--- config.mk ---
export PLATFORM = sky130hd
export DESIGN_NAME = lattice_coefficient_rounding_flat
export DESIGN_NICKNAME = d
export VERILOG_FILES = /design/src/design/lcr_pkg.sv /design/src/design/lcr_in_if.sv /design/src/design/lcr_out_if.sv /design/src/design/lattice_coefficient_rounding.sv /design/src/flat_wrapper.sv
export SDC_FILE = /design/constraint.sdc
export NUM_CORES = 1
export LEC_CHECK = 0
export BUFFER_PORTS_ARGS = -buffer_cell sky130_fd_sc_hd__buf_2
export CAP_MARGIN = 15
export CORE_ASPECT_RATIO = 0.5
export CORE_MARGIN = 5
export CORE_UTILIZATION = 35
export DETAILED_ROUTE_END_ITERATION = 10
export GPL_TIMING_DRIVEN = 0
export RECOVER_POWER = 100
export SYNTH_ARGS = -nofsm -noshare
export SYNTH_HDL_FRONTEND = slang
export SYNTH_SLANG_ARGS = --single-unit
--- constraint.sdc ---
create_clock -name clk_i -period 20.8 [get_ports clk_i]
set_input_delay 1.04 -clock clk_i [delete_from_list [all_inputs] [get_ports clk_i]]
set_output_delay 1.04 -clock clk_i [all_outputs]
set_load 0.02 [all_outputs]
--- src/design/lcr_pkg.sv ---
// Package for the lattice coefficient rounding unit: constants, codes and widths.
package lcr_pkg;

  localparam int FuncW     = 2;
  localparam int ElemW     = 24;
  localparam int HighW     = 10;
  localparam int LowW      = 18;
  localparam int CoefW     = 23;                 // reduced coefficient, 0..Q-1
  localparam int WideW     = ElemW + 1;          // signed working width

  localparam int Q         = 8380417;
  localparam int D         = 13;
  localparam int Gamma2    = 95232;
  localparam int TwoGamma2 = 2 * Gamma2;
  localparam int HMax      = 43;
  localparam int HalfQ     = (Q - 1) / 2;

  // Reciprocal of 2*GAMMA2 for the bucket estimate
  localparam int PreRound  = 127;
  localparam int PreShift  = 7;
  localparam int TW        = CoefW + 1 - PreShift;   // width of (a + 127) >> 7
  localparam int Mult      = 11275;
  localparam int MulRound  = 1 << 23;
  localparam int ProdW     = 31;
  localparam int ProdShift = 24;
  localparam int HiRawW    = ProdW - ProdShift;      // raw bucket index, up to 44
  localparam int HiW       = 6;                      // bucket index, 0..43

  typedef enum logic [FuncW-1:0] {
    FUNC_POWER2    = 2'd0,
    FUNC_DECOMPOSE = 2'd1,
    FUNC_MAKE_HINT = 2'd2,
    FUNC_USE_HINT  = 2'd3
  } func_e;

endpackage

--- src/design/lcr_in_if.sv ---
// Input item channel: selector, coefficient, high part and hint bit.
interface lcr_in_if;
  import lcr_pkg::*;

  logic                    valid;
  logic                    ready;
  logic [FuncW-1:0]        func;
  logic signed [ElemW-1:0] elem;
  logic [HighW-1:0]        high_part;
  logic                    hint_in;

  modport source (output valid, func, elem, high_part, hint_in, input ready);
  modport sink   (input valid, func, elem, high_part, hint_in, output ready);
endinterface

--- src/design/lcr_out_if.sv ---
// Result item channel: high bits, low bits and hint flag.
interface lcr_out_if;
  import lcr_pkg::*;

  logic                   valid;
  logic                   ready;
  logic [HighW-1:0]       high_out;
  logic signed [LowW-1:0] low_out;
  logic                   hint_out;

  modport source (output valid, high_out, low_out, hint_out, input ready);
  modport sink   (input valid, high_out, low_out, hint_out, output ready);
endinterface

--- src/design/lattice_coefficient_rounding.sv ---
// Four-stage rounding pipeline: reduce mod Q, multiply, bucket, low part and hint fixup.
// Throughput: one item per cycle while out_o is not stalled; each stage holds its own
// valid bit, so a bubble anywhere lets the input side keep taking items while a result
// waits at the output.
// The longest path is the 17x14 constant multiply of stage two.
// Reset (rst_ni low, asynchronous) clears all stage valid bits; payload is not reset.
module lattice_coefficient_rounding (
  input  logic clk_i,
  input  logic rst_ni,
  lcr_in_if.sink    in_i,
  lcr_out_if.source out_o
);
  import lcr_pkg::*;

  // stage enables, walked back from the output register
  logic en1, en2, en3, en4;
  logic v1_q, v2_q, v3_q, v4_q;

  assign en4 = !v4_q || out_o.ready;
  assign en3 = !v3_q || en4;
  assign en2 = !v2_q || en3;
  assign en1 = !v1_q || en2;
  assign in_i.ready = en1;

  always_ff @(posedge clk_i or negedge rst_ni) begin
    if (!rst_ni) begin
      v1_q <= 1'b0;
      v2_q <= 1'b0;
      v3_q <= 1'b0;
      v4_q <= 1'b0;
    end else begin
      if (en1) v1_q <= in_i.valid;
      if (en2) v2_q <= v1_q;
      if (en3) v3_q <= v2_q;
      if (en4) v4_q <= v3_q;
    end
  end

  // ---------------- stage 1: reduce to 0..Q-1, make hint flag
  func_e            f1_d, f1_q;
  logic [CoefW-1:0] a1_d, a1_q;
  logic             hb1_q, mh1_d, mh1_q;
  logic signed [WideW-1:0] r0, r1, r2;

  always_comb begin
    f1_d = func_e'(in_i.func);
    r0 = WideW'(in_i.elem);
    r1 = (r0 < 0) ? r0 + WideW'(Q) : r0;
    r2 = (r1 < 0) ? r1 + WideW'(Q) : r1;
    if (r2 >= WideW'(Q)) begin
      r2 = r2 - WideW'(Q);
    end
    a1_d = r2[CoefW-1:0];
    mh1_d = (in_i.elem > ElemW'(Gamma2)) || (in_i.elem < -ElemW'(Gamma2)) ||
            ((in_i.elem == -ElemW'(Gamma2)) && (in_i.high_part != '0));
  end

  always_ff @(posedge clk_i) begin
    if (en1) begin
      f1_q  <= f1_d;
      a1_q  <= a1_d;
      hb1_q <= in_i.hint_in;
      mh1_q <= mh1_d;
    end
  end

  // ---------------- stage 2: bucket estimate product, power-of-two split
  func_e            f2_q;
  logic [CoefW-1:0] a2_q;
  logic             hb2_q, mh2_q;
  logic [ProdW-1:0] prod_d, prod_q;
  logic [HighW-1:0] hp_d, hp2_q;
  logic signed [LowW-1:0] lp_d, lp2_q;
  logic [CoefW:0]   tsum;
  logic [TW-1:0]    t;
  logic [CoefW-1:0] psum;

  always_comb begin
    tsum   = (CoefW+1)'(a1_q) + (CoefW+1)'(PreRound);
    t      = tsum[CoefW:PreShift];
    prod_d = ProdW'(t) * ProdW'(Mult) + ProdW'(MulRound);
    psum   = a1_q + CoefW'((1 << (D - 1)) - 1);
    hp_d   = psum[CoefW-1:D];
    lp_d   = LowW'($signed(WideW'(a1_q)) - $signed(WideW'({hp_d, {D{1'b0}}})));
  end

  always_ff @(posedge clk_i) begin
    if (en2) begin
      f2_q   <= f1_q;
      a2_q   <= a1_q;
      hb2_q  <= hb1_q;
      mh2_q  <= mh1_q;
      prod_q <= prod_d;
      hp2_q  <= hp_d;
      lp2_q  <= lp_d;
    end
  end

  // ---------------- stage 3: bucket index and its multiple of 2*GAMMA2
  func_e            f3_q;
  logic [CoefW-1:0] a3_q, hm_d, hm3_q;
  logic             hb3_q, mh3_q;
  logic [HiRawW-1:0] hraw;
  logic [HiW-1:0]   hg_d, hg3_q;
  logic [HighW-1:0] hp3_q;
  logic signed [LowW-1:0] lp3_q;

  always_comb begin
    hraw = prod_q[ProdW-1:ProdShift];
    // top bucket wraps to zero
    hg_d = (hraw > HiRawW'(HMax)) ? '0 : hraw[HiW-1:0];
    hm_d = CoefW'(hg_d) * CoefW'(TwoGamma2);
  end

  always_ff @(posedge clk_i) begin
    if (en3) begin
      f3_q  <= f2_q;
      a3_q  <= a2_q;
      hb3_q <= hb2_q;
      mh3_q <= mh2_q;
      hg3_q <= hg_d;
      hm3_q <= hm_d;
      hp3_q <= hp2_q;
      lp3_q <= lp2_q;
    end
  end

  // ---------------- stage 4: centered low part, hint fixup, output register
  func_e            f4_q;
  logic [HighW-1:0] high_d, high_q;
  logic signed [LowW-1:0] low_d, low_q;
  logic             hint_d, hint_q;
  logic signed [WideW-1:0] lg;
  logic [HiW-1:0]   hu;

  always_comb begin
    lg = $signed(WideW'(a3_q)) - $signed(WideW'(hm3_q));
    if (lg > WideW'(HalfQ)) begin
      lg = lg - WideW'(Q);
    end
    hu = hg3_q;
    if (hb3_q) begin
      if (lg > 0) begin
        hu = (hg3_q == HiW'(HMax)) ? '0 : hg3_q + 1'b1;
      end else begin
        hu = (hg3_q == '0) ? HiW'(HMax) : hg3_q - 1'b1;
      end
    end
    high_d = '0;
    low_d  = '0;
    hint_d = 1'b0;
    unique case (f3_q)
      FUNC_POWER2: begin
        high_d = hp3_q;
        low_d  = lp3_q;
      end
      FUNC_DECOMPOSE: begin
        high_d = HighW'(hg3_q);
        low_d  = lg[LowW-1:0];
      end
      FUNC_MAKE_HINT: begin
        hint_d = mh3_q;
      end
      FUNC_USE_HINT: begin
        high_d = HighW'(hu);
      end
      default: begin
        high_d = '0;
      end
    endcase
  end

  always_ff @(posedge clk_i) begin
    if (en4) begin
      f4_q   <= f3_q;
      high_q <= high_d;
      low_q  <= low_d;
      hint_q <= hint_d;
    end
  end

  assign out_o.valid    = v4_q;
  assign out_o.high_out = high_q;
  assign out_o.low_out  = low_q;
  assign out_o.hint_out = hint_q;

  // ---------------- checks
  a_full_when_blocked: assert property (@(posedge clk_i) disable iff (!rst_ni)
    !in_i.ready |-> (v1_q && v2_q && v3_q && v4_q && !out_o.ready))
    else $error("input blocked while pipeline has a free stage");

  a_hint_alone: assert property (@(posedge clk_i) disable iff (!rst_ni)
    (out_o.valid && out_o.hint_out) |-> (out_o.high_out == '0 && out_o.low_out == '0))
    else $error("hint flag set with nonzero high or low bits");

  a_bucket_range: assert property (@(posedge clk_i) disable iff (!rst_ni)
    (out_o.valid && f4_q != FUNC_POWER2) |-> (out_o.high_out <= HighW'(HMax)))
    else $error("high bits beyond the last bucket");

  a_low_centered: assert property (@(posedge clk_i) disable iff (!rst_ni)
    (out_o.valid && f4_q == FUNC_DECOMPOSE) |->
      (out_o.low_out <= LowW'(Gamma2) && out_o.low_out >= -LowW'(Gamma2)))
    else $error("decomposed low part outside the centered range");

endmodule
--- src/flat_wrapper.sv ---
// flat-port wrapper written by rule: the top's interface ports become plain ports
module lattice_coefficient_rounding_flat import lcr_pkg::*;
  (clk_i, rst_ni, in_i_valid, in_i_func, in_i_elem, in_i_high_part, in_i_hint_in, in_i_ready, out_o_valid, out_o_high_out, out_o_low_out, out_o_hint_out, out_o_ready);
  lcr_in_if in_i_i ();
  lcr_out_if out_o_i ();
  input  logic clk_i;
  input  logic rst_ni;
  input wire logic [$bits(in_i_i.valid)-1:0] in_i_valid;
  input wire logic [$bits(in_i_i.func)-1:0] in_i_func;
  input wire logic [$bits(in_i_i.elem)-1:0] in_i_elem;
  input wire logic [$bits(in_i_i.high_part)-1:0] in_i_high_part;
  input wire logic [$bits(in_i_i.hint_in)-1:0] in_i_hint_in;
  output wire logic [$bits(in_i_i.ready)-1:0] in_i_ready;
  output wire logic [$bits(out_o_i.valid)-1:0] out_o_valid;
  output wire logic [$bits(out_o_i.high_out)-1:0] out_o_high_out;
  output wire logic [$bits(out_o_i.low_out)-1:0] out_o_low_out;
  output wire logic [$bits(out_o_i.hint_out)-1:0] out_o_hint_out;
  input wire logic [$bits(out_o_i.ready)-1:0] out_o_ready;
  assign in_i_i.valid = in_i_valid;
  assign in_i_i.func = in_i_func;
  assign in_i_i.elem = in_i_elem;
  assign in_i_i.high_part = in_i_high_part;
  assign in_i_i.hint_in = in_i_hint_in;
  assign in_i_ready = in_i_i.ready;
  assign out_o_valid = out_o_i.valid;
  assign out_o_high_out = out_o_i.high_out;
  assign out_o_low_out = out_o_i.low_out;
  assign out_o_hint_out = out_o_i.hint_out;
  assign out_o_i.ready = out_o_ready;
  lattice_coefficient_rounding u_core (.clk_i(clk_i), .rst_ni(rst_ni), .in_i(in_i_i), .out_o(out_o_i));
endmodule
=== After elaboration in Yosys (flattened, before gate mapping) ===
Cells that the tools add are included.

* Register bits after elaboration: 219
* Input bits: 41
* Output and inout bits: 31
* Word-level logic and storage cells: 77

* Add/subtract/negate cells: 11
* $mul: 2
* Order comparisons: 8
* Equality and inequality tests: 5
* Muxes and demuxes: 11
* Reductions and logical operators: 14

{| class="wikitable"
|+ Operators by type and width
! operator !! number
|-
| $mux 25 || 3
|-
| $pmux 18 s2 || 1
|-
| $add 31x24->31 const B || 1
|-
| $mul 17x14->31 const B || 1
|-
| $mux 6 || 5
|-
| $pmux 10 s3 || 1
|-
| $add 24x24->25 const B || 1
|-
| $add 25x24->25 const B || 1
|-
| $ge 25x24->1 const B || 1
|-
| $gt 25x1->1 const B || 1
|-
| $gt 25x23->1 const B || 1
|-
| $lt 25x1->1 const B || 1
|-
| $sub 25x24->25 const B || 1
|-
| $add 23x7->24 const B || 1
|-
| $eq 24x18->1 const B || 1
|-
| $gt 24x18->1 const B || 1
|-
| $lt 24x1->1 const B || 1
|-
| $lt 24x18->1 const B || 1
|-
| $sub 23x23->24 || 1
|-
| $add 23x12->23 const B || 1
|-
| $mux 23 || 1
|-
| $sub 23x14->23 const B || 1
|-
| $sub 18x18->18 || 1
|-
| $mul 6x7->12 const B || 1
|-
| 12 further kinds || 21
|}

=== Longest topological paths before layout ===
* Word-level depth: 7
* Depth in mapped cells: 33
* Mapped depth without buffers: 33

=== Worst setup path after synthesis ===
OpenSTA, ideal clock, no wires.

* Kind: register to register
* From: register u_core.a1_q[2]
* To: register u_core.prod_q[30] (data pin)
* Library setup time: 0.259 ns
* Data arrival time: 6.897 ns
* Required time: 20.541 ns
* Setup slack: 13.644 ns
* Stages on the path, launching flop included: 33
* Buffers on the path: 0
* Period minus slack after synthesis: 7.156 ns
* Path through: edfxtp_1 > nor4_1 > nand2_1 > and2_1 > and3_1 > and3_1 > and2_1 > xnor2_1 > ha_1 > inv_1 > fa_1 > inv_1 > ha_1 > inv_1 > fa_1 > inv_1 > fa_1 > inv_1 > fa_1 > inv_1 > ha_1 > a21oi_1 > nor2b_1 > o21ai_0 > a21boi_0 > o21ai_0 > o311ai_0 > a21oi_1 > o21ai_0 > a41o_1 > o41ai_1 > nor2_1 > a211o_1

* Word-level cells in the longest chain between the ends: 3

{| class="wikitable"
|+ RTL lines
! item !! line !! source
|-
| start: declaration || lattice_coefficient_rounding.sv:41 || <nowiki>logic [CoefW-1:0] a1_d, a1_q;</nowiki>
|-
| start signal: assignment || lattice_coefficient_rounding.sv:61 || <nowiki>a1_q <= a1_d;</nowiki>
|-
| $add 23x7->24 || lattice_coefficient_rounding.sv:79 || <nowiki>tsum = (CoefW+1)'(a1_q) + (CoefW+1)'(PreRound);</nowiki>
|-
| $mul 17x14->31 || lattice_coefficient_rounding.sv:81 || <nowiki>prod_d = ProdW'(t) * ProdW'(Mult) + ProdW'(MulRound);</nowiki>
|-
| $add 31x24->31 || lattice_coefficient_rounding.sv:81 ||
|-
| named net u_core.prod_d[30] || lattice_coefficient_rounding.sv:71 || <nowiki>logic [ProdW-1:0] prod_d, prod_q;</nowiki>
|-
| end signal: assignment || lattice_coefficient_rounding.sv:93 || <nowiki>prod_q <= prod_d;</nowiki>
|-
| end: declaration || lattice_coefficient_rounding.sv:71 ||
|}

The timed path passes the listed nets, and every way through them passes these cells.
A chain may end at the register's enable or synchronous reset.

=== Worst setup path in the final report ===
Same ends and word-level chain as after synthesis.

==> out/results.tsv <==
stage	metric	value	unit
detailed_routing	drtIter0Drc	390	
setup_path	crit_type	reg2reg	
place	dpl_cell_area	15000	um2
cts	ctsLongestPathBuffers	2	
cells_and_area	fill_cells	3909	
cells_and_area	nets	1749	
cts	cts_sinks	167	
setup_path	crit_arrival	8.56	ns
sta	slew_viol_final	78	
setup_path	cp_top_family	adder cells	
detailed_routing	drt_wl_total	28.6	mm
sta	timing.final.ws_setup	12.41	ns
detailed_routing	num_vias	9990	
sta	hold_viol	0	
cts	tritoncts	done	
run_status	status	complete, but fails checks	
logic_synthesis	synth_warnings	0	
setup_path	cp_max_fo	6	
floorplan	ioPinCount	72	
global_routing	grt_pass1_wl	47.2	mm
cts	cts_setup_buffers	0	
logic_synthesis	syn_inst	1376	
logic_synthesis	synth_compound_area_frac	0.106	
detailed_routing	via_per_inst	4.98	
floorplan	fp.coreArea	39200	um2
power	leakage	0.00668	uW
power	total_power	2260	uW
min_path	min_path_type	reg2reg	
power	cellPowerDensity	146	nW/um2
floorplan	start_util	0.357	
global_routing	grt.total_usage	0.130	
setup_path	cp.required	20.96	ns
sta	fmax	0.119	GHz
run	cap_violations	2	
place	globalplace.congestion	0.852	
cts	cts_made_buffers	17	
logic_synthesis	synth-async-reset-ratio	0.0240	
logic_synthesis	synthSimpleGateAreaFrac	0.149	
sta	setup_violations	0	
setup_path	start_kind	flip-flop	
floorplan	die_w	293	um
cts	root_buffer	clkbuf_16	
place	hpwlAfterDp	23.4	mm
logic_synthesis	synth_top_family_by_area	adder cells	
cts	insertion_delay	0.42	ns
logic_synthesis	synth-seq-cells	167	
cells_and_area	area_growth	10.7	%
place	io_buffers	64	
detailed_routing	avgRoutedWirePerCell	14.3	um
sta	slew-limit-headroom	-0.408	
cts	htreeDepth	4	
floorplan	dieArea	44200	um2
detailed_routing	ant_nets	0	
sta	rsz0062_at_grt	false	
cells_and_area	drive_gt1_frac	0.0562	
logic_synthesis	synth_fa_ha_area_frac	0.248	
sta	timing.setup.tns	0	ns
logic_synthesis	yosysSeqAreaShare	0.358	
power	ir_worst_vdd	0.0896	mV
logic_synthesis	synth.area.top_cells	edfxtp_1, ha_1, fa_1	
cells_and_area	fin_area	15500	um2
cts	ctsResizeCount	0	
cells_and_area	diodes	0	
sta	period_share	0.404	
floorplan	die_h	151	um
cells_and_area	final_cell_mix	inv_1, ha_1, edfxtp_1	
cells_and_area	layout_commonest_cell	inv_1	
logic_synthesis	synth_top_area_cell	edfxtp_1	
logic_synthesis	syn_avg_cell_area	10.2	um2
logic_synthesis	syn_area	14000	um2
run_status	violations	max-capacitance violations, max-slew violations	
setup_path	cp_common_cell	inv_1	
global_routing	grt-ovfl-total	0	
detailed_routing	drc	0	
setup_path	path_buf_inv	6	
floorplan	rows	51	
setup_path	slowest_delay	0.70	ns
setup_path	critPathSlowestCell	xnor2_1	
setup_path	end_kind	flip-flop	
detailed_routing	drtPass1Iterations	5	
logic_synthesis	synthMuxAreaShare	0.00681	
sta	period_minus_slack	8.39	ns
place	place_ws	12.42	ns
global_routing	antenna_found_initial	0	
sta	skew	0.0111	ns
logic_synthesis	yosys.area_share.xor_xnor	0.0671	
logic_synthesis	synth_ff_type	edfxtp_1	
logic_synthesis	synth_top_cell_area_share	0.350	
logic_synthesis	synthDistinctLibCells	78	
logic_synthesis	synth_nets	1662	
global_routing	grt_max_degree	41	
cts	cts.clk_slew.worst_paths	0.06	ns
logic_synthesis	synth_edf_count	163	
cts	ctsHoldBuffers	0	
sta	worst_pin_slew	2.11	ns
global_routing	grt_pass1_vias	9464	
## cell families (layout without fill, tap and decap cells)
kind of cell,Yosys count,after routing
AOI/OAI and AO/OA,208,208
xor gates and xnor gates,107,107
adders and majority gates,245,245
buffers and inverters,243,343
DFF,167,167
muxes,8,8
and+or+nand+nor,398,398
## final cells by class
cell class                 count  area [um2]  share of cell area
buffer                        38         144             0.00931
clock buffer                  17         425              0.0275
clock inverter                15         141             0.00915
inverter                     205         769              0.0498
multi-input combinational    966        8030               0.519
sequential                   167        4990               0.323
tap                          530         663              0.0429
timing repair buffer          68         295              0.0191
## cell usage after synthesis, types with 5 or more instances
cell type,n
a211oi_1,14
a21o_1,22
a21oi_1,33
a31oi_1,12
and2_1,17
and3_1,13
clkbuf_1,32
edfxtp_1,163
fa_1,54
ha_1,191
inv_1,205
mux2i_1,5
nand2_1,71
nand2b_1,10
nand3_1,28
nand3b_1,5
nand4_1,19
nor2_1,109
nor2b_1,8
nor3_1,42
nor3b_1,11
nor4_1,20
o2111ai_1,7
o211ai_1,5
o21a_1,8
o21ai_0,34
o21bai_1,6
o311ai_0,5
o31ai_1,6
or3_1,8
or4_1,11
xnor2_1,70
xor2_1,37
## registers in the layout (all words and copies together), names as in the netlist, 2 cells and up
name and count:
u_core.a3_q 10, u_core.hp2_q 10, u_core.hp3_q 10, u_core.f2_q 2, u_core.prod_q 7, u_core.out_o.high_out 10
u_core.a1_q 23, u_core.f3_q 2, u_core.out_o.low_out 18, u_core.hm3_q 10, u_core.lp3_q 18, u_core.a2_q 10
u_core.lp2_q 18, u_core.f1_q 2, u_core.hg3_q 6
## path summary, 6_finish.rpt
| path | end | startpoint | depth (start not counted) | slack [ns] |
|---|---|---|---|---|
| setup reg to reg | u_core.prod_q[30]$_DFFE_PP_ | u_core.a1_q[2]$_DFFE_PP_ | 32 | 12.41 |
| setup / recovery | u_core.prod_q[30]$_DFFE_PP_ | u_core.a1_q[2]$_DFFE_PP_ | 32 | 12.41 |
| min in group asynchronous | u_core.out_o.valid$_DFFE_PN0P_ | rst_ni | 1 | 0.44 |
| max in group asynchronous | u_core.v1_q$_DFFE_PN0P_ | rst_ni | 1 | 20.16 |
| hold reg to reg | u_core.lp3_q[1]$_DFFE_PP_ | u_core.lp2_q[1]$_DFFE_PP_ | 0 | 0.41 |
| hold / removal | u_core.lp3_q[1]$_DFFE_PP_ | u_core.lp2_q[1]$_DFFE_PP_ | 0 | 0.41 |
## per-layer routing
layer / track usage / up-vias / share of wire
li1: - / 5080 / -
met1: 0.178 / 4741 / 0.49
met2: 0.222 / 149 / 0.48
met3: 0.0174 / 20 / 0.026
met4: 0.0260 / 0 / 0.0097
met5: 0 / - / 0
## per-stage QoR
step                      hold WS [ns]  std cells  utilization
after global placement           0.403       1970        0.382
after CTS                        0.397       2005        0.398
after floorplan                  0.400       1376            -
after detailed placement         0.405       1973        0.383
after global routing             0.419       2006        0.395
final                            0.414       2006        0.395
## report_power, final
part / leakage, uW / switching [uW] / total (uW) / internal, uW
registers: 0.00171 / 38.3 / 538 / 500
logic: 0.00470 / 835 / 1430 / 591
clock network: 0.000275 / 132 / 299 / 167
total: 0.00668 / 1010 / 2260 / 1260
No activity file was read; power rests on OpenSTA's default activity.
